File: config.mk
export PLATFORM = sky130hd
export DESIGN_NAME = srv_mul
export DESIGN_NICKNAME = d
export VERILOG_FILES = /design/src/design/srv_pkg.sv /design/src/design/srv_mul.sv
export SDC_FILE = /design/constraint.sdc
export NUM_CORES = 1
export LEC_CHECK = 0
export BUFFER_PORTS_ARGS = -buffer_cell sky130_fd_sc_hd__buf_2
export CORE_MARGIN = 4
export CORE_UTILIZATION = 52
export CTS_BUF_LIST = sky130_fd_sc_hd__clkbuf_2
export CTS_CLUSTER_DIAMETER = 200
export CTS_CLUSTER_SIZE = 8
export DETAILED_ROUTE_END_ITERATION = 16
export PLACE_DENSITY = 0.81
export SLEW_MARGIN = 20
export SYNTH_ARGS = -nofsm -noshare
export SYNTH_HDL_FRONTEND = slang
export SYNTH_SLANG_ARGS = --single-unit
File: constraint.sdc
create_clock -name clk -period 4.95 [get_ports clk]
set_input_delay 0.495 -clock clk [delete_from_list [all_inputs] [get_ports clk]]
set_output_delay 0.495 -clock clk [all_outputs]
set_load 0.02 [all_outputs]
File: src/design/srv_pkg.sv
package srv_pkg;

	// Sample, signal and gain formats.
	localparam int SAMPLE_W   = 16;
	localparam int SIG_W      = 24;
	localparam int X_SHIFT    = SIG_W - SAMPLE_W - 1;
	localparam int SUM_W      = SIG_W + 2;
	localparam int SAT_W      = SIG_W + 4;
	localparam int DELAY_W    = 11;
	localparam int GAIN_W     = 15;
	localparam int FRAC       = GAIN_W;
	localparam int OUT_SHIFT  = 9;

	// Configuration port.
	localparam int CFG_IDX_W  = 3;
	localparam int CFG_DATA_W = 15;

	// Delay lines: four combs, then two allpasses.
	localparam int LINE_DEPTH_DEF = 2048;
	localparam int COMB_LINES     = 4;
	localparam int AP_LINES       = 2;
	localparam int LINE_NUM       = COMB_LINES + AP_LINES;
	localparam int LINE_IDX_W     = 3;
	localparam int COMB_IDX_W     = 2;
	localparam logic [LINE_IDX_W-1:0] LINE_LAST_COMB = LINE_IDX_W'(COMB_LINES - 1);
	localparam logic [LINE_IDX_W-1:0] LINE_AP_A      = LINE_IDX_W'(COMB_LINES);
	localparam logic [LINE_IDX_W-1:0] LINE_AP_B      = LINE_IDX_W'(COMB_LINES + 1);

	// Digit-serial multiplier: signed signal times unsigned gain.
	localparam int DIGIT_W   = 4;
	localparam int MUL_B_W   = 16;
	localparam int MUL_STEPS = MUL_B_W / DIGIT_W;
	localparam int MUL_CNT_W = $clog2(MUL_STEPS + 1);
	localparam int HI_W      = SIG_W + DIGIT_W + 1;
	localparam int PROD_W    = SIG_W + MUL_B_W + 1;

	// Fixed allpass section.
	localparam logic [MUL_B_W-1:0] AP_GAIN    = MUL_B_W'(22938);
	localparam logic [MUL_B_W-1:0] AP_COMP    = MUL_B_W'(16712);
	localparam logic [DELAY_W-1:0] AP_DELAY_A = DELAY_W'(221);
	localparam logic [DELAY_W-1:0] AP_DELAY_B = DELAY_W'(750);

	// Register reset values.
	localparam logic [DELAY_W-1:0] DELAY_RST [COMB_LINES] = '{
		DELAY_W'(1323), DELAY_W'(1654), DELAY_W'(1786), DELAY_W'(1985)
	};
	localparam logic [GAIN_W-1:0] GAIN_RST [COMB_LINES] = '{
		GAIN_W'(22938), GAIN_W'(21400), GAIN_W'(20900), GAIN_W'(20200)
	};

	// Saturation limits.
	localparam logic signed [SAT_W-1:0] SIG_MAX = SAT_W'((1 << (SIG_W - 1)) - 1);
	localparam logic signed [SAT_W-1:0] SIG_MIN = -SIG_MAX - SAT_W'(1);
	localparam logic signed [SAMPLE_W:0] SMP_MAX = (SAMPLE_W + 1)'((1 << (SAMPLE_W - 1)) - 1);
	localparam logic signed [SAMPLE_W:0] SMP_MIN = -SMP_MAX - (SAMPLE_W + 1)'(1);

	typedef enum logic [CFG_IDX_W-1:0] {
		REG_COMB_DELAY_0 = 3'd0,
		REG_COMB_DELAY_1 = 3'd1,
		REG_COMB_DELAY_2 = 3'd2,
		REG_COMB_DELAY_3 = 3'd3,
		REG_COMB_GAIN_0  = 3'd4,
		REG_COMB_GAIN_1  = 3'd5,
		REG_COMB_GAIN_2  = 3'd6,
		REG_COMB_GAIN_3  = 3'd7
	} reg_idx_t;

	typedef enum logic [2:0] {
		ST_CLEAR,
		ST_IDLE,
		ST_READ,
		ST_LOAD,
		ST_MUL,
		ST_POST,
		ST_FINISH
	} state_t;

	typedef enum logic [1:0] {
		OP_COMB,
		OP_AP_FB,
		OP_AP_FF,
		OP_AP_CROSS
	} op_t;

	// Clamp a wide signed value to the 24-bit signal range.
	function automatic logic signed [SIG_W-1:0] sat24(input logic signed [SAT_W-1:0] v);
		if (v > SIG_MAX)
			return SIG_MAX[SIG_W-1:0];
		else if (v < SIG_MIN)
			return SIG_MIN[SIG_W-1:0];
		return v[SIG_W-1:0];
	endfunction

	// Clamp a 17-bit signed value to the 16-bit sample range.
	function automatic logic signed [SAMPLE_W-1:0] sat16(input logic signed [SAMPLE_W:0] v);
		if (v > SMP_MAX)
			return SMP_MAX[SAMPLE_W-1:0];
		else if (v < SMP_MIN)
			return SMP_MIN[SAMPLE_W-1:0];
		return v[SAMPLE_W-1:0];
	endfunction

endpackage

File: src/design/srv_mul.sv
module srv_mul
	import srv_pkg::*;
(
	input  logic                     clk,
	input  logic                     arst_n,
	input  logic                     start,
	input  logic signed [SIG_W-1:0]  a,
	input  logic [MUL_B_W-1:0]       b,
	output logic                     busy,
	output logic signed [PROD_W-1:0] product
);

	logic [MUL_CNT_W-1:0]   cnt_q;
	logic signed [SIG_W-1:0] a_q;
	logic [MUL_B_W-1:0]     b_q;
	logic signed [HI_W-1:0] hi_q;
	logic [MUL_B_W-1:0]     lo_q;
	logic signed [HI_W-1:0] digit_prod;
	logic signed [HI_W-1:0] step_s;

	assign busy = (cnt_q != '0);

	// One 4-bit digit of the gain per cycle, least significant first.
	assign digit_prod = a_q * $signed({1'b0, b_q[DIGIT_W-1:0]});
	assign step_s     = hi_q + digit_prod;

	// Low product bits leave the adder one digit a cycle into a shift register.
	assign product = $signed({hi_q[PROD_W-MUL_B_W-1:0], lo_q});

	// Step counter.
	always_ff @(posedge clk or negedge arst_n) begin
		if (!arst_n)
			cnt_q <= '0;
		else if (start)
			cnt_q <= MUL_CNT_W'(MUL_STEPS);
		else if (busy)
			cnt_q <= cnt_q - 1'b1;
	end

	// Operand and partial product shift registers.
	always_ff @(posedge clk) begin
		if (start) begin
			a_q  <= a;
			b_q  <= b;
			hi_q <= '0;
			lo_q <= '0;
		end else if (busy) begin
			hi_q <= step_s >>> DIGIT_W;
			lo_q <= {step_s[DIGIT_W-1:0], lo_q[MUL_B_W-1:DIGIT_W]};
			b_q  <= b_q >> DIGIT_W;
		end
	end

endmodule

==> flow_metrics.py, run 1 <==
metrics = {
    "status": {
        "run_status": "finished clean",
    },
    "critical_path": {
        "path_buf_inv": 4,
        "crit_path_cell_trace": "buf_4 -> nand2_1 -> fa_1 -> inv_1 -> fa_1 -> inv_1 -> fa_1 -> inv_1 -> ha_1 -> nand2_1 -> or4_1 -> a211o_1 -> a21o_1 -> a2111o_1 -> o311ai_1",
        "max_stage_delay_ns": 0.66,
        "arrival_ns": 5.14,
        "cpMaxStageDelayCell": "edfxtp_1",
        "cp-start-kind": "flip-flop",
        "worstPathRequired_ns": 5.45,
        "cp.depth": 15,
        "cp-end-kind": "flip-flop",
        "cp_max_fo": 11,
        "crit_family": "adder cells",
        "path_class": "flip-flop to flip-flop",
        "rr_worst_depth": 15,
    },
    "flow_run": {
        "drv_cap": 0,
    },
    "layout": {
        "final_cell_mix": "inv_1 (154), nand2_1 (106), buf_2 (84)",
        "area_delta_synth_final_pct": 13.7,
        "fin_nets": 1070,
        "layout_commonest_cell": "inv_1",
        "diodes": 0,
        "drive_gt1_share_pct": 14.4,
    },
    "floorplanning": {
        "chipHeight_um": 126,
        "fp.dieW_um": 126,
        "die-area_mm2": 0.0159,
        "row_count": 42,
        "design.core.area_mm2": 0.0135,
        "io_pins": 85,
        "initial_core_util_pct": 54.1,
    },
    "clocking": {
        "cts-resized-gates": 0,
        "cts_root_buf": "clkbuf_2",
        "numCtsBuffers": 9,
        "htree_levels": 3,
        "cts_tree": "built",
        "clkSlewWorstSetupHoldPaths_ns": 0.24,
        "cts_buffer_depth": 2,
        "cts-hold-fix-buffers": 4,
        "postCtsSetupRepairBufs": 0,
        "clk_latency_ns": 0.59,
        "cts.sinks": 84,
    },
    "global_route": {
        "antenna_found_initial": 0,
        "grt_max_degree": 56,
        "grt_pass1_vias": 5734,
        "grt_pass1_wl_um": 27400,
        "track_usage_pct": 21.1,
        "overflow": 0,
    },
    "synth": {
        "ys_seq_area_share_pct": 28.8,
        "syn_inst": 796,
        "synth_cell_types": 56,
        "ys.flop_type": "dfxtp_1",
        "synth-edff-count": 40,
        "yosys_register_bits": 84,
        "synth_top_area_share_pct": 20.1,
        "yosys_warnings": 0,
        "synthesis.nets": 971,
        "synth_top_area_cell": "fa_1",
        "ys_top_cells_by_area": "fa_1 (20%), edfxtp_1 (17%), dfxtp_1 (11%), ha_1 (10%), inv_1 (7.9%)",
        "async_flop_share_pct": 3.57,
        "syn_avg_cell_area_um2": 9.14,
        "netlist_area_mm2": 0.00727,
    },
    "detailed_routing": {
        "routed_via_density": 5.34,
        "antenna_left": 0,
        "wl_per_cell_um": 15.2,
        "first_pass_iters": 7,
        "drc": 0,
        "vias": 5746,
        "wl_um": 16300,
        "detail_route.iter0.violations": 426,
    },
    "sta": {
        "setup_viol_count_final": 0,
        "fin_crit_ns": 4.63,
        "maxSlewViolCount": 0,
        "rsz0062_at_grt": "no",
        "maxSlewHeadroom_pct": 40.8,
        "tns_ns": 0,
        "skew_ns": 0.0282,
        "fmax_mhz": 216,
        "min_period_over_period_pct": 93.6,
        "worst_pin_slew_ns": 0.887,
        "final-hold-violation-count": 0,
        "holdWs_ns": 0.0717,
    },
    "placement": {
        "gp_congestion": 0.929,
        "place_hpwl_um": 12600,
        "io_buffer_count": 84,
    },
    "worst_hold_path": {
        "min_path_cells": 1,
        "hp-class": "input port to flip-flop",
    },
}
## registers in the layout (all words and copies together), names as in the netlist
name,flops
lo_q,16
b_q,16
hi_q,25
a_q,24
cnt_q,3
## final timing paths
path,to,from,slack (ns)
worst min register to register,lo_q[2]$_SDFFE_PP0P_,lo_q[2]$_SDFFE_PP0P_,0.47
min in group asynchronous,cnt_q[2]$_DFFE_PN0P_,arst_n,0.21
worst max register to register,hi_q[17]$_SDFFE_PP0P_,b_q[1]$_DFFE_PP_,0.32
max in group asynchronous,cnt_q[0]$_DFFE_PN0P_,arst_n,4.62
worst min-delay path,a_q[12]$_DFFE_PP_,a[12],0.07
worst max-delay path,hi_q[17]$_SDFFE_PP0P_,b_q[1]$_DFFE_PP_,0.32
## layer usage
layer,vias up,GRT usage [%],share of wire (%)
li1,2791,-,-
met4,0,4.10,1.2
met3,19,4.66,4.9
met5,-,0,0
met1,2786,27.5,43
met2,150,36.5,51
## synthesized netlist by cell type (6+ instances only)
| cell | count |
|---|---|
| or3_1 | 6 |
| nand2_1 | 106 |
| nor2_1 | 18 |
| a211oi_1 | 10 |
| inv_1 | 154 |
| nor3_1 | 6 |
| and3_1 | 7 |
| dfxtp_1 | 41 |
| a21o_1 | 13 |
| nand3_1 | 14 |
| mux2_2 | 12 |
| o21ai_0 | 18 |
| clkbuf_1 | 25 |
| fa_1 | 73 |
| o21a_1 | 8 |
| ha_1 | 59 |
| edfxtp_1 | 40 |
| a21oi_1 | 56 |
| and2_1 | 56 |
| xnor2_1 | 11 |
## kinds of logic (layout without fill, tap and decap cells)
logic type               count (synthesis)  after routing  synth area share, %
AO/OA/AOI/OAI                          144            144                 12.9
XOR/XNOR                                13             13                 1.57
adder cells (fa/ha/maj)                132            132                 30.2
buffers and inverters                  183            287                 9.44
flip-flops                              84             84                 28.8
multiplexers                            13             13                 2.00
AND/OR/NAND/NOR                        227            227                 15.1
## metrics by stage
stage	area, um^2	std cells	setup slack [ns]	utilization [%]
after floorplan	7270	796	0.521	-
after global placement	7910	1040	0.436	58.8
after detailed placement	7910	1040	0.390	58.8
after CTS	8110	1060	0.359	60.3
after global routing	8270	1076	0.138	61.5
final	8270	1076	0.316	61.5
## layout make-up
| cell class | instances | area [um^2] |
|---|---|---|
| fill | 1201 | 5180 |
| timing repair buffer | 117 | 718 |
| inverter | 154 | 578 |
| multi-input combinational | 529 | 4490 |
| clock inverter | 6 | 111 |
| tap | 176 | 220 |
| sequential | 84 | 2100 |
| clock buffer | 10 | 50.0 |
Power of run 1 is not shown: default switching activity piles up to over one toggle a cycle in this logic, so the estimate is an artifact.
==> run 2, diff against run 1 <==
--- a/config.mk
+++ b/config.mk
@@ -5,14 +5,14 @@
 export SDC_FILE = /design/constraint.sdc
 export NUM_CORES = 1
 export LEC_CHECK = 0
-export BUFFER_PORTS_ARGS = -buffer_cell sky130_fd_sc_hd__buf_2
 export CORE_MARGIN = 4
 export CORE_UTILIZATION = 52
 export CTS_BUF_LIST = sky130_fd_sc_hd__clkbuf_2
 export CTS_CLUSTER_DIAMETER = 200
 export CTS_CLUSTER_SIZE = 8
 export DETAILED_ROUTE_END_ITERATION = 16
-export PLACE_DENSITY = 0.81
+export DONT_BUFFER_PORTS = 1
+export PLACE_DENSITY = 0.76
 export SLEW_MARGIN = 20
 export SYNTH_ARGS = -nofsm -noshare
 export SYNTH_HDL_FRONTEND = slang
==> run 2 against run 1 <==
Core utilization shrank 2.5 points; sequential share of layout area grew 1.1 points; global-route usage up 0.23 points; hold slack better by 0.014 ns; critical path depth did not move; non-clock buffer count shrank 77; critical path type unchanged; largest cell class unchanged.
==> flow_metrics.py, run 2 (synthesis results as in run 1) <==
metrics = {
    "detailed_routing": {
        "wl_um": 16100,
        "first_pass_iters": 5,
        "drc": 0,
        "antenna_left": 0,
        "wl_per_cell_um": 16.1,
        "detail_route.iter0.violations": 328,
        "vias": 5480,
        "routed_via_density": 5.49,
    },
    "critical_path": {
        "crit_family": "adder cells",
        "crit_path_cell_trace": "buf_4 -> nand2_1 -> fa_1 -> inv_1 -> fa_1 -> inv_1 -> fa_1 -> inv_1 -> ha_1 -> nand2_1 -> or4_1 -> a211o_1 -> a21o_1 -> a2111o_1 -> o311ai_1",
        "cp_max_fo": 10,
        "path_buf_inv": 4,
        "cp-start-kind": "flip-flop",
        "rr_endpoint": "hi_q[17]$_SDFFE_PP0P_",
        "rrSetupSlack_ns": 0.21,
        "rr_worst_depth": 15,
        "r2r_start": "b_q[1]$_DFFE_PP_",
        "cp-end-kind": "flip-flop",
        "path_class": "flip-flop to flip-flop",
        "worstPathRequired_ns": 5.47,
        "max_stage_delay_ns": 0.67,
        "arrival_ns": 5.26,
        "cpMaxStageDelayCell": "edfxtp_1",
    },
    "clocking": {
        "htree_levels": 3,
        "cts.sinks": 84,
        "cts_tree": "built",
        "cts_buffer_depth": 2,
        "cts_root_buf": "clkbuf_2",
        "clk_latency_ns": 0.62,
        "clkSlewWorstSetupHoldPaths_ns": 0.27,
        "numCtsBuffers": 9,
    },
    "sta": {
        "min_period_over_period_pct": 95.7,
        "worst_pin_slew_ns": 0.897,
        "maxSlewHeadroom_pct": 40.2,
        "setup_slack_ns": 0.215,
        "fin_crit_ns": 4.74,
        "final-hold-violation-count": 0,
        "holdWs_ns": 0.0856,
        "rsz0062_at_grt": "no",
        "tns_ns": 0,
        "setup_viol_count_final": 0,
        "fmax_mhz": 211,
        "skew_ns": 0.0532,
        "maxSlewViolCount": 0,
    },
    "global_route": {
        "grt_pass1_wl_um": 27500,
        "track_usage_pct": 21.4,
        "grt_pass1_vias": 5661,
        "overflow": 0,
        "antenna_found_initial": 0,
        "grt_max_degree": 58,
    },
    "placement": {
        "place_hpwl_um": 11900,
        "io_buffer_count": 0,
        "pre_cts_slack_ns": 0.118,
        "gp_congestion": 0.893,
    },
    "worst_hold_path": {
        "min_path_cells": 2,
        "whs_endpoint": "hi_q[10]$_SDFFE_PP0P_",
        "hp-class": "input port to flip-flop",
        "hold_start": "start",
    },
    "status": {
        "run_status": "finished clean",
    },
    "layout": {
        "regMostFlops": "hi_q",
        "layout_commonest_cell": "inv_1",
        "fin_util_pct": 58.9,
        "area_delta_synth_final_pct": 8.94,
        "fin_nets": 993,
        "largest_reg_flops": 25,
        "drive_gt1_share_pct": 5.47,
        "regArea_mm2": 0.00210,
        "fillerInstances": 1169,
        "multi_input_area_mm2": 0.00449,
        "diodes": 0,
        "largestRegisters": "hi_q: 25 flops, a_q: 24 flops",
        "final_cell_mix": "inv_1 (154), nand2_1 (106), fa_1 (73)",
    },
    "floorplanning": {
        "initial_core_util_pct": 54.1,
        "fp.dieW_um": 126,
        "io_pins": 85,
        "design.core.area_mm2": 0.0135,
        "die-area_mm2": 0.0159,
        "row_count": 42,
        "chipHeight_um": 126,
    },
    "flow_run": {
        "drv_cap": 0,
    },
}
[run 2: changes by cell type in the layout (fill, tap and decap cells not counted), moves of 2 or more]
cell           previous run  this run
buf_2                    84         0
dlygate4sd3_1            20        28
buf_4                    13        10
clkinv_2                  0         2
[run 2: cell type report]
cell class                 instances  area share [%]
tap                              176            2.78
inverter                         154            7.29
timing repair buffer              40            5.08
sequential                        84            26.5
multi-input combinational        529            56.7
clock buffer                      11           0.695
clock inverter                     5           0.995
[run 2: stage by stage]
step | instance area (um^2) | cells
after detailed placement | 7460 | 952
after floorplan | 7270 | 796
after global placement | 7460 | 952
final | 7930 | 999
after CTS | 7870 | 994
after global routing | 7930 | 999
[run 2: worst max path at each step]
stage                      from               endpoint  depth (start not counted)
6_report       b_q[1]$_DFFE_PP_  hi_q[17]$_SDFFE_PP0P_                         15
2_1_floorplan  b_q[1]$_DFFE_PP_  hi_q[21]$_SDFFE_PP0P_                         15
4_1_cts        b_q[0]$_DFFE_PP_  hi_q[17]$_SDFFE_PP0P_                         14
5_1_grt        b_q[1]$_DFFE_PP_  hi_q[17]$_SDFFE_PP0P_                         15
3_5_place_dp   b_q[0]$_DFFE_PP_  hi_q[21]$_SDFFE_PP0P_                         14
3_3_place_gp   b_q[0]$_DFFE_PP_  hi_q[21]$_SDFFE_PP0P_                         14
[run 2: worst register-to-register path: stages (launching register included)]
cell and delay, ns:
edfxtp_1 0.67, buf_4 0.28, nand2_1 0.08, fa_1 0.48
inv_1 0.05, fa_1 0.52, inv_1 0.05, fa_1 0.49
inv_1 0.04, ha_1 0.40, nand2_1 0.13, or4_1 0.42
a211o_1 0.32, a21o_1 0.21, a2111o_1 0.41, o311ai_1 0.08
[run 2: repair_timing]
| item | 4_1_cts | 5_1_grt |
|---|---|---|
| hold buffers | 26 | 3 |
| buffers inserted | 0 | 2 |
| gates resized for setup | 0 | 0 |
| hold endpoints to repair | 84 | 2 |
| endpoints found under the setup margin | 0 | 5 |
[run 2: metal layers]
layer	wire, um	global-route usage, %
met2	7740	35.7
met1	6910	27.1
met3	1120	6.39
met5	0	0
met4	341	5.80
Power of run 2 is left out for the same reason.
