[config.mk]
export PLATFORM = sky130hd
export DESIGN_NAME = srv_line
export DESIGN_NICKNAME = d
export VERILOG_FILES = /design/src/design/srv_pkg.sv /design/src/design/srv_line.sv
export SDC_FILE = /design/constraint.sdc
export NUM_CORES = 1
export LEC_CHECK = 0
export ABC_AREA = 1
export BUFFER_PORTS_ARGS = -buffer_cell sky130_fd_sc_hd__buf_2
export CAP_MARGIN = 40
export CORE_MARGIN = 1.5
export CORE_UTILIZATION = 61
export CTS_CLUSTER_SIZE = 12
export DETAILED_ROUTE_END_ITERATION = 12
export GPL_TIMING_DRIVEN = 0
export PLACE_DENSITY = 0.81
export SYNTH_ARGS = -nofsm -noshare
export SYNTH_HDL_FRONTEND = slang
export SYNTH_SLANG_ARGS = --single-unit
[constraint.sdc]
create_clock -name clk -period 5.25 [get_ports clk]
set_clock_uncertainty 0.1 [all_clocks]
set_input_delay 0.7875 -clock clk [delete_from_list [all_inputs] [get_ports clk]]
set_output_delay 0.7875 -clock clk [all_outputs]
set_load 0.005 [all_outputs]
[src/design/srv_pkg.sv]
package srv_pkg;

	// Sample, signal and gain formats.
	localparam int SAMPLE_W   = 16;
	localparam int SIG_W      = 24;
	localparam int X_SHIFT    = SIG_W - SAMPLE_W - 1;
	localparam int SUM_W      = SIG_W + 2;
	localparam int SAT_W      = SIG_W + 4;
	localparam int DELAY_W    = 11;
	localparam int GAIN_W     = 15;
	localparam int FRAC       = GAIN_W;
	localparam int OUT_SHIFT  = 9;

	// Configuration port.
	localparam int CFG_IDX_W  = 3;
	localparam int CFG_DATA_W = 15;

	// Delay lines: four combs, then two allpasses.
	localparam int LINE_DEPTH_DEF = 2048;
	localparam int COMB_LINES     = 4;
	localparam int AP_LINES       = 2;
	localparam int LINE_NUM       = COMB_LINES + AP_LINES;
	localparam int LINE_IDX_W     = 3;
	localparam int COMB_IDX_W     = 2;
	localparam logic [LINE_IDX_W-1:0] LINE_LAST_COMB = LINE_IDX_W'(COMB_LINES - 1);
	localparam logic [LINE_IDX_W-1:0] LINE_AP_A      = LINE_IDX_W'(COMB_LINES);
	localparam logic [LINE_IDX_W-1:0] LINE_AP_B      = LINE_IDX_W'(COMB_LINES + 1);

	// Digit-serial multiplier: signed signal times unsigned gain.
	localparam int DIGIT_W   = 4;
	localparam int MUL_B_W   = 16;
	localparam int MUL_STEPS = MUL_B_W / DIGIT_W;
	localparam int MUL_CNT_W = $clog2(MUL_STEPS + 1);
	localparam int HI_W      = SIG_W + DIGIT_W + 1;
	localparam int PROD_W    = SIG_W + MUL_B_W + 1;

	// Fixed allpass section.
	localparam logic [MUL_B_W-1:0] AP_GAIN    = MUL_B_W'(22938);
	localparam logic [MUL_B_W-1:0] AP_COMP    = MUL_B_W'(16712);
	localparam logic [DELAY_W-1:0] AP_DELAY_A = DELAY_W'(221);
	localparam logic [DELAY_W-1:0] AP_DELAY_B = DELAY_W'(750);

	// Register reset values.
	localparam logic [DELAY_W-1:0] DELAY_RST [COMB_LINES] = '{
		DELAY_W'(1323), DELAY_W'(1654), DELAY_W'(1786), DELAY_W'(1985)
	};
	localparam logic [GAIN_W-1:0] GAIN_RST [COMB_LINES] = '{
		GAIN_W'(22938), GAIN_W'(21400), GAIN_W'(20900), GAIN_W'(20200)
	};

	// Saturation limits.
	localparam logic signed [SAT_W-1:0] SIG_MAX = SAT_W'((1 << (SIG_W - 1)) - 1);
	localparam logic signed [SAT_W-1:0] SIG_MIN = -SIG_MAX - SAT_W'(1);
	localparam logic signed [SAMPLE_W:0] SMP_MAX = (SAMPLE_W + 1)'((1 << (SAMPLE_W - 1)) - 1);
	localparam logic signed [SAMPLE_W:0] SMP_MIN = -SMP_MAX - (SAMPLE_W + 1)'(1);

	typedef enum logic [CFG_IDX_W-1:0] {
		REG_COMB_DELAY_0 = 3'd0,
		REG_COMB_DELAY_1 = 3'd1,
		REG_COMB_DELAY_2 = 3'd2,
		REG_COMB_DELAY_3 = 3'd3,
		REG_COMB_GAIN_0  = 3'd4,
		REG_COMB_GAIN_1  = 3'd5,
		REG_COMB_GAIN_2  = 3'd6,
		REG_COMB_GAIN_3  = 3'd7
	} reg_idx_t;

	typedef enum logic [2:0] {
		ST_CLEAR,
		ST_IDLE,
		ST_READ,
		ST_LOAD,
		ST_MUL,
		ST_POST,
		ST_FINISH
	} state_t;

	typedef enum logic [1:0] {
		OP_COMB,
		OP_AP_FB,
		OP_AP_FF,
		OP_AP_CROSS
	} op_t;

	// Clamp a wide signed value to the 24-bit signal range.
	function automatic logic signed [SIG_W-1:0] sat24(input logic signed [SAT_W-1:0] v);
		if (v > SIG_MAX)
			return SIG_MAX[SIG_W-1:0];
		else if (v < SIG_MIN)
			return SIG_MIN[SIG_W-1:0];
		return v[SIG_W-1:0];
	endfunction

	// Clamp a 17-bit signed value to the 16-bit sample range.
	function automatic logic signed [SAMPLE_W-1:0] sat16(input logic signed [SAMPLE_W:0] v);
		if (v > SMP_MAX)
			return SMP_MAX[SAMPLE_W-1:0];
		else if (v < SMP_MIN)
			return SMP_MIN[SAMPLE_W-1:0];
		return v[SAMPLE_W-1:0];
	endfunction

endpackage

[src/design/srv_line.sv]
module srv_line
	import srv_pkg::*;
#(
	parameter int LINE_DEPTH = LINE_DEPTH_DEF
) (
	input  logic                          clk,
	input  logic                          arst_n,
	input  logic [LINE_IDX_W-1:0]         sel,
	input  logic [$clog2(LINE_DEPTH)-1:0] delay,
	input  logic                          advance,
	output logic [$clog2(LINE_DEPTH)-1:0] rd_pos,
	output logic [$clog2(LINE_DEPTH)-1:0] wr_pos
);

	localparam int PW = $clog2(LINE_DEPTH);

	logic [PW-1:0] pos_q [LINE_NUM];

	// The line reads at its position and writes one place behind it,
	// wrapping to the delay when the position is at the start.
	assign rd_pos = pos_q[sel];
	assign wr_pos = (rd_pos == '0) ? delay : rd_pos - 1'b1;

	// Position update; a position at or beyond the delay wraps to zero.
	always_ff @(posedge clk or negedge arst_n) begin
		if (!arst_n) begin
			for (int i = 0; i < LINE_NUM; i++)
				pos_q[i] <= '0;
		end else if (advance) begin
			pos_q[sel] <= (rd_pos >= delay) ? '0 : rd_pos + 1'b1;
		end
	end

endmodule

==> metrics.txt, run 1 <==
CTS sink count 66; most area-hungry cell type in the Yosys netlist dfrtp_1; vias 4096; max FFs per register 66; Num CTS Buffers 9; area of the mapped netlist 4180 um2; Max clock buf depth 2; Hold Path Stages 2; Core ar. 6490 um2; kind of critical path input pin to primary output; switching pwr 593 uW; RePlAce Congestion 0.914; highest clock rate 268 MHz; synth cell count leaders nand2_1 (191), inv_1 (72), dfrtp_1 (66); Flop pwr share 0.403; post-DP HPWL 7990 um; Clock Tree Root clkbuf_8; largest registers pos_q: 66 flops; count leader, synth nand2_1; gr ovfl total 0; ys flop type dfrtp_1; die width between 80 and 90 um; initial core utilization 0.644; wire per inst ~15 um; period utilisation layout 0.712; FF-to-FF Start pos_q[13]$_DFFE_PN0P_; switching portion of total power 0.355; post-cts sizing count 0; relative slew slack 0.441; # Max-Cap Violations 0; CTS tree done; vias per inst 5.73; share of cells above drive strength 1 0.163; Final Hold Viols 0; Final Setup Violations 0; Worst EP arrival around 2.9 ns; WP data required between 4 and 5 ns; Max VDD drop between 0.2 and 0.25 mV; Pre-antenna DRT Iters 6; worst hold path type flip-flop to flip-flop; Crit path top cell by count buf_6; Post-DP Area 4460 um2; DRT iter0 DRCs 383; Top reg by flops pos_q; Seq/Total Area, Yosys 0.395; GRT Resource Usage Total 0.329; number of flops mapped to enable cells by yosys 0; YS warnings 0; power density cells 356 nW/um2; share of the synthesized area in the top cell type 0.395; postcts setup bufs 0; clock transition at the registers of the reported paths 0.07 ns; combinational share of power 0.303; syn avg cell area approximately 7.1 um2; minimum clock period 3.74 ns; Worst-Skew Late Latency 0.36 ns; antenna fix cells 0; die area 7360 um2; kind of start point of the critical path input pin; worst r2r path cells 12; Slowest-stage cell, CP ha_1; Pint 1080 uW; Crit. End Element primary output; # hold bufs at CTS 0; Detailed Route WL approximately 11000 um; crit-path cells buf_6 -> buf_6 -> buf_6 -> nand2_1 -> nand3_1 -> nand2_1 -> nor2_1 -> ha_1 -> nand3_1 -> nor2_4 -> nand3_4 -> buf_6 -> nand3_1 -> nand2_1 -> buf_2; Synth Register Bits between 60 and 70; num ports 39; Area Overhead vs Synth 12.2%; RSZ-0062 raised after global routing no; top post-synthesis cells by area dfrtp_1 (40%), nand2_1 (17%), inv_1 (6.5%), nand3_1 (5.3%), o21ai_0 (5.1%); port bufs 37; slew of the pin with the lowest slew margin 0.839 ns; initial antenna violation count 0; Post-Syn Nets 615; Cells after Synth about 590; Hold Path Origin pos_q[51]$_DFFE_PN0P_; Power, Total 1670 uW; outcome completed; post-synthesis async set-or-reset flop share 1.00; setup slack, reg-to-reg 2.00 ns; Antenna Nets Post-Route 0; Site Rows 29; Slew Limit Fails 0; H-tree levels 3; # nets final 663; Synth cell types 30; Static Leakage 0.00249 uW; setup TNS 0 ns; Worst path max stage delay between 0.2 and 0.25 ns; Die Y-Extent 85.8 um; number of global-route vias before repair 3839; Critical R2R Capture pos_q[57]$_DFFE_PN0P_; pin count of the biggest net entering global routing 67; DRC errors left 0; global-route wire length before repair between 15000 and 20000 um; post-layout instance area 4690 um2; hold path endpoint pos_q[51]$_DFFE_PN0P_; crit-path max FO 10; clock power share 0.294
## cell type report
class / count / area [um2]
multi-input combinational: 419 / 2080
clock inverter: 6 / 90.1
fill: 540 / 1800
buffer: 19 / 135
timing repair buffer: 37 / 188
sequential: 66 / 1650
inverter: 81 / 309
clock buffer: 10 / 138
tap: 77 / 96.3
## worst max-delay path by stage
stage,cells after the start,start,to
global route,14,sel[0],wr_pos[7]
floorplan,14,sel[0],wr_pos[10]
global placement,15,sel[0],pos_q[2]$_DFFE_PN0P_
finish,15,sel[0],wr_pos[9]
CTS,14,sel[0],wr_pos[0]
detailed placement,15,sel[0],pos_q[57]$_DFFE_PN0P_
## critical path: cells and delay by family
kind,cells,cell delay (ns)
and+or+nand+nor,9,1.05
buffers and inverters,5,0.77
adders and majority gates,1,0.21
## power by group through the flow
stage	registers, uW	logic, uW	clock network [uW]
finish	673	506	491
global placement	674	483	0
CTS	671	503	492
floorplan	664	353	0
detailed placement	678	497	0
global route	683	582	513
## cells in the final DEF (no fill, tap or decap), drive strengths merged
cell / n
a21oi: 9
buf: 47
bufinv: 2
clkbuf: 19
clkinv: 3
clkinvlp: 1
dfrtp: 66
ha: 13
inv: 81
nand2: 201
nand3: 49
nand3b: 1
nand4: 31
nor2: 42
nor3: 2
o211ai: 4
o21a: 1
o21ai: 60
or2: 4
xor2: 2
## per-layer routing
metal,share of wire,up-vias,global-route usage
li1,-,1989,-
met1,0.45,1905,0.460
met2,0.47,176,0.521
met3,0.059,26,0.0423
met4,0.026,0,0.135
met5,0,-,0
## logic make-up (layout without fill, tap and decap cells)
group / after synthesis / count (layout) / share of synthesized area
adder cells (fa/ha/maj): 13 / 13 / 0.0389
AND/OR/NAND/NOR: 330 / 330 / 0.359
XOR/XNOR: 2 / 2 / 0.00419
AO/OA/AOI/OAI: 74 / 74 / 0.0964
flip-flops: 66 / 66 / 0.395
buffers and inverters: 100 / 153 / 0.106
## per-stage QoR
step / utilization / hold slack, ns / worst slack [ns] / std cells
after detailed placement: 0.687 / 0.366 / 1.29 / 699
after global placement: 0.687 / 0.362 / 1.37 / 699
final: 0.722 / 0.387 / 1.51 / 715
after CTS: 0.722 / 0.385 / 1.53 / 715
after floorplan: - / 0.346 / 1.97 / 585
after global routing: 0.722 / 0.404 / 1.29 / 715
Power figures use the tool's default switching activity.
==> run 2: changes to the inputs <==
CORE_UTILIZATION = 54   (was 61)
PLACE_DENSITY = 0.75   (was 0.81)
clock period = 3.1 ns   (was 5.25 ns; I/O delays follow)
==> run 2 against run 1 <==
  * First-iteration DRC count down 33%
  * Critical path depth up 2
  * Via count down 0.83%
  * Clock power up 28%
  * Die area up 13%
  * Clock-buffer cell count unchanged
==> metrics.txt, run 2 (synthesized netlist as in run 1, its figures left out) <==
vias per inst 5.48; highest clock rate around 340 MHz; GRT Resource Usage Total 0.282; Num CTS Buffers 9; switching portion of total power 0.370; clock transition at the registers of the reported paths 0.07 ns; Die Y-Extent 91.0 um; final cell count without fillers between 700 and 800; DRC errors left 0; Power, Total approximately 2700 uW; Pint 1680 uW; kind of critical path input pin to primary output; vias between 4k and 5k; post-route setup slack 0.137 ns; Core ar. 7370 um2; commonest non-fill, non-tap cell in the layout nand2_1; period utilisation layout 0.956; CTS sink count 66; final design utilization 0.643; antenna fix cells 0; number of global-route vias before repair ~3.8k; DP Cell Count 721; Top reg by flops pos_q; Detailed Route WL approximately 11000 um; gr ovfl total 0; die area 8280 um2; Pre-antenna DRT Iters 5; wire per inst roughly 15 um; CTS tree done; outcome completed; WP data required 2.53 ns; worst hold path type input pin to asynchronous set/reset pin; Antenna Nets Post-Route 0; Max VDD drop 0.268 mV; power density cells 563 nW/um2; setup TNS 0 ns; Crit. End Element primary output; # nets final 668; relative slew slack 0.455; share of cells above drive strength 1 0.184; Worst EP arrival around 2.4 ns; worst slack at placement -0.505 ns; Final Setup Violations 0; num ports 39; die width 91.0 um; switching pwr 986 uW; Flop pwr share 0.428; H-tree levels 3; kind of start point of the critical path input pin; Clock Tree Root clkbuf_8; combinational share of power 0.336; initial antenna violation count 0; Final Hold Viols 0; post-DP HPWL 8320 um; initial core utilization 0.567; most frequent cells in the layout nand2_1 (191), inv_1 (71), dfrtp_1 (66); Worst-Skew Late Latency around 0.34 ns; Max clock buf depth 2; Site Rows 31; minimum clock period 2.96 ns; global-route wire length before repair 18500 um; Area Overhead vs Synth 13.3%; port bufs 37; RePlAce Congestion 0.895; Slew Limit Fails 0; DRT iter0 DRCs between 200 and 300; RSZ-0062 raised after global routing no; # Max-Cap Violations 0; crit-path max FO 10; clock power share 0.236; pin count of the biggest net entering global routing 67; slew of the pin with the lowest slew margin 0.818 ns; Static Leakage 0.00250 uW; max FFs per register 66; largest registers pos_q: 66 flops
[run 2: timing repair]
action	4_1_cts	5_1_grt
endpoints found under the setup margin	36	70
resized for setup	1	15
pin swaps	0	4
buffers inserted	0	5
hold buffers	0	0
[run 2: per-layer routing]
metal,track usage,part of all wire,up-vias
li1,-,-,1993
met1,0.381,0.45,1888
met2,0.454,0.47,156
met3,0.0343,0.057,25
met4,0.125,0.027,0
met5,0,0,-
[run 2: final cells by class]
cell class | count | area (um2)
fill | 693 | 2630
multi-input combinational | 419 | 2120
sequential | 66 | 1650
inverter | 81 | 309
timing repair buffer | 42 | 225
buffer | 19 | 143
clock buffer | 10 | 138
tap | 99 | 124
clock inverter | 5 | 31.3
[run 2: power by group through the flow]
stage               Combinational [uW]  Sequential (uW)  Clock (uW)
detailed placement                 848             1150           0
global route                      1020             1160         671
CTS                                855             1140         638
global placement                   825             1140           0
finish                             896             1140         630
floorplan                          598             1120           0
[run 2: worst paths after layout]
check / startpoint / to / slack (ns) / cells after the start
worst max register to register: pos_q[13]$_DFFE_PN0P_ / pos_q[8]$_DFFE_PN0P_ / 0.35 / 12
min in group clk: pos_q[54]$_DFFE_PN0P_ / pos_q[54]$_DFFE_PN0P_ / 0.38 / 2
worst min register to register: pos_q[54]$_DFFE_PN0P_ / pos_q[54]$_DFFE_PN0P_ / 0.38 / 2
worst max-delay path: sel[2] / wr_pos[4] / 0.14 / 17
max in group asynchronous: arst_n / pos_q[31]$_DFFE_PN0P_ / 2.25 / 1
worst min-delay path: arst_n / pos_q[2]$_DFFE_PN0P_ / 0.12 / 1
[run 2: critical path: stages]
cell and delay, ns:
buf_2 0.12, inv_1 0.08, nor2_2 0.05, buf_4 0.17
nand2_1 0.08, nand2_1 0.07, inv_1 0.07, nand2_2 0.10
inv_2 0.10, ha_2 0.20, nand3_2 0.11, nor2_4 0.19
nand3_4 0.13, buf_6 0.17, nand2_1 0.10, o21ai_2 0.06
buf_2 0.12
[run 2: metrics by stage]
stage	hold slack [ns]	cell area, um2
final	0.124	4740
after detailed placement	0.366	4490
after floorplan	0.0694	4180
after global placement	0.362	4490
after global routing	0.200	4740
after CTS	0.154	4660
==> run 3: changes to the inputs <==
RECOVER_POWER = 25   (was not set)
==> run 3 against run 2 <==
  * The run now ends with capacitance limit, slew limit left
  * Global-route usage is the same
  * Clock power is essentially flat
  * Sequential share of layout area is essentially flat
  * Design area is essentially flat
  * Cell count is the same
  * Critical path depth is the same
  * Via count is the same
  * Setup slack is the same
  * Critical path type unchanged
==> metrics.txt, run 3 (synthesized netlist as in run 1, its figures left out) <==
outcome finished, violations left; failing checks capacitance limit, slew limit; worst slack at placement -0.505 ns; port bufs 37; Critical R2R Capture pos_q[8]$_DFFE_PN0P_; setup TNS 0 ns; relative slew slack -0.0843; DRC errors left 0; RSZ-0062 raised after global routing no; Site Rows 31; CP bufs+invs 7; die area 8280 um2; Max clock buf depth 2; Worst path max stage delay 0.20 ns; die width 91.0 um; CTS tree done; Top reg by flops pos_q; slew of the pin with the lowest slew margin 1.63 ns; Detailed Route WL 11100 um; Flop pwr share 0.428; max FFs per register 66; pin count of the biggest net entering global routing 67; # Max-Cap Violations 1; DRT iter0 DRCs 257; Area Overhead vs Synth 13.3%; post-DP HPWL 8320 um; # nets final 668; H-tree levels 3; Die Y-Extent 91.0 um; final design utilization 0.643; switching pwr 986 uW; # hold bufs at CTS 0; antenna fix cells 0; gr ovfl total 0; Worst EP arrival 2.40 ns; switching portion of total power 0.370; initial antenna violation count 0; Final Hold Viols 0; most frequent cells in the layout nand2_1 (191), inv_1 (71), dfrtp_1 (66); commonest non-fill, non-tap cell in the layout nand2_1; filler cell count between 600 and 700; Pint 1680 uW; largest registers pos_q: 66 flops; final cell count without fillers 741; setup slack, reg-to-reg 0.35 ns; hold path endpoint pos_q[54]$_DFFE_PN0P_; WP data required 2.53 ns; vias slightly above 4k; Crit. End Element primary output; Antenna Nets Post-Route 0; Pre-antenna DRT Iters 5; Final Setup Violations 0; crit-path max FO 10; Core ar. 7370 um2; Hold Path Stages 2; initial core utilization 0.567; Max VDD drop approximately 0.27 mV; Slowest-stage cell, CP ha_2; kind of start point of the critical path input pin; grt met3 use 0.0343; post-route setup slack roughly 0.14 ns; RePlAce Congestion 0.895; hold_ws about 0.38 ns; Num CTS Buffers 9; Clock Tree Root clkbuf_8; worst r2r path cells 12; met2 Use GR 0.454; met1 Use GR 0.381; crit-path cells buf_2 -> inv_1 -> nor2_2 -> buf_4 -> nand2_1 -> nand2_1 -> inv_1 -> nand2_2 -> inv_2 -> ha_2 -> nand3_2 -> nor2_4 -> nand3_4 -> buf_6 -> nand2_1 -> o21ai_2 -> buf_2; Hold Path Origin pos_q[54]$_DFFE_PN0P_; wire per inst around 15 um; Static Leakage 0.00250 uW; Slew Limit Fails 67; combinational share of power 0.336; clock power share 0.236; power density cells 563 nW/um2; period utilisation layout 0.956; CTS sink count 66; clock transition at the registers of the reported paths 0.07 ns; busiest grt layer met2; worst hold path type flip-flop to flip-flop; share of cells above drive strength 1 0.184; Crit path top cell by count nand2_1; kind of critical path input pin to primary output; number of global-route vias before repair 3838; num ports 39; Top delay family on crit path buffers and inverters; FF-to-FF Start pos_q[13]$_DFFE_PN0P_; highest clock rate 337 MHz; DP Cell Count between 700 and 800; global-route wire length before repair 18500 um; vias per inst 5.48; GRT Resource Usage Total 0.282; Worst-Skew Late Latency 0.34 ns; minimum clock period 2.96 ns
## run 3: changes by cell type in the layout (fill, tap and decap cells not counted), sizes merged
cell,previous run,this run
buf,53,52
clkbuf,18,19
## run 3: cell type report
cell class	count	area [um2]	share of cell area
Multi-Input combinational cell	419	2120	0.447
Sequential cell	66	1650	0.349
Inverter	81	309	0.0653
Timing Repair Buffer	42	223	0.0470
Buffer	19	143	0.0301
Clock buffer	10	138	0.0291
Tap cell	99	124	0.0262
Clock inverter	5	31.3	0.00661
## run 3: how the worst max path moves through the flow
stage	depth (start not counted)	start	end
2_1_floorplan	15	sel[0]	pos_q[28]$_DFFE_PN0P_
3_3_place_gp	15	sel[0]	pos_q[2]$_DFFE_PN0P_
3_5_place_dp	15	sel[0]	pos_q[2]$_DFFE_PN0P_
4_1_cts	15	sel[0]	pos_q[58]$_DFFE_PN0P_
5_1_grt	15	sel[0]	pos_q[0]$_DFFE_PN0P_
6_report	17	sel[2]	wr_pos[4]
## run 3: what timing repair did
| action | CTS | global route |
|---|---|---|
| endpoints found under the setup margin | 36 | 70 |
| setup buffers | 0 | 5 |
| gates resized for setup | 1 | 15 |
| pin swaps | 0 | 4 |
## run 3: per-layer routing
layer  vias to the layer above  routed length (um)
li1                       1993                   -
met1                      1888                5010
met2                       156                5170
met3                        25                 635
met4                         0                 295
met5                         -                   0
## run 3: stage by stage
| step | total power, uW | cell area, um2 |
|---|---|---|
| after CTS | 2630 | 4660 |
| final | 2670 | 4740 |
| after floorplan | 1720 | 4180 |
| after global routing | 2850 | 4740 |
| after detailed placement | 2000 | 4490 |
| after global placement | 1970 | 4490 |
## run 3: worst min-delay path, delay by kind of cell (launching register included)
kind | cells | cell delay, ns
simple gates | 2 | 0.10
flops | 1 | 0.34
## run 3: power groups by stage
stage                     logic (uW)  clock network, uW  registers (uW)
after detailed placement         848                  0            1150
after floorplan                  598                  0            1120
final                            896                630            1140
after global placement           825                  0            1140
after global routing            1020                671            1160
after CTS                        855                638            1140
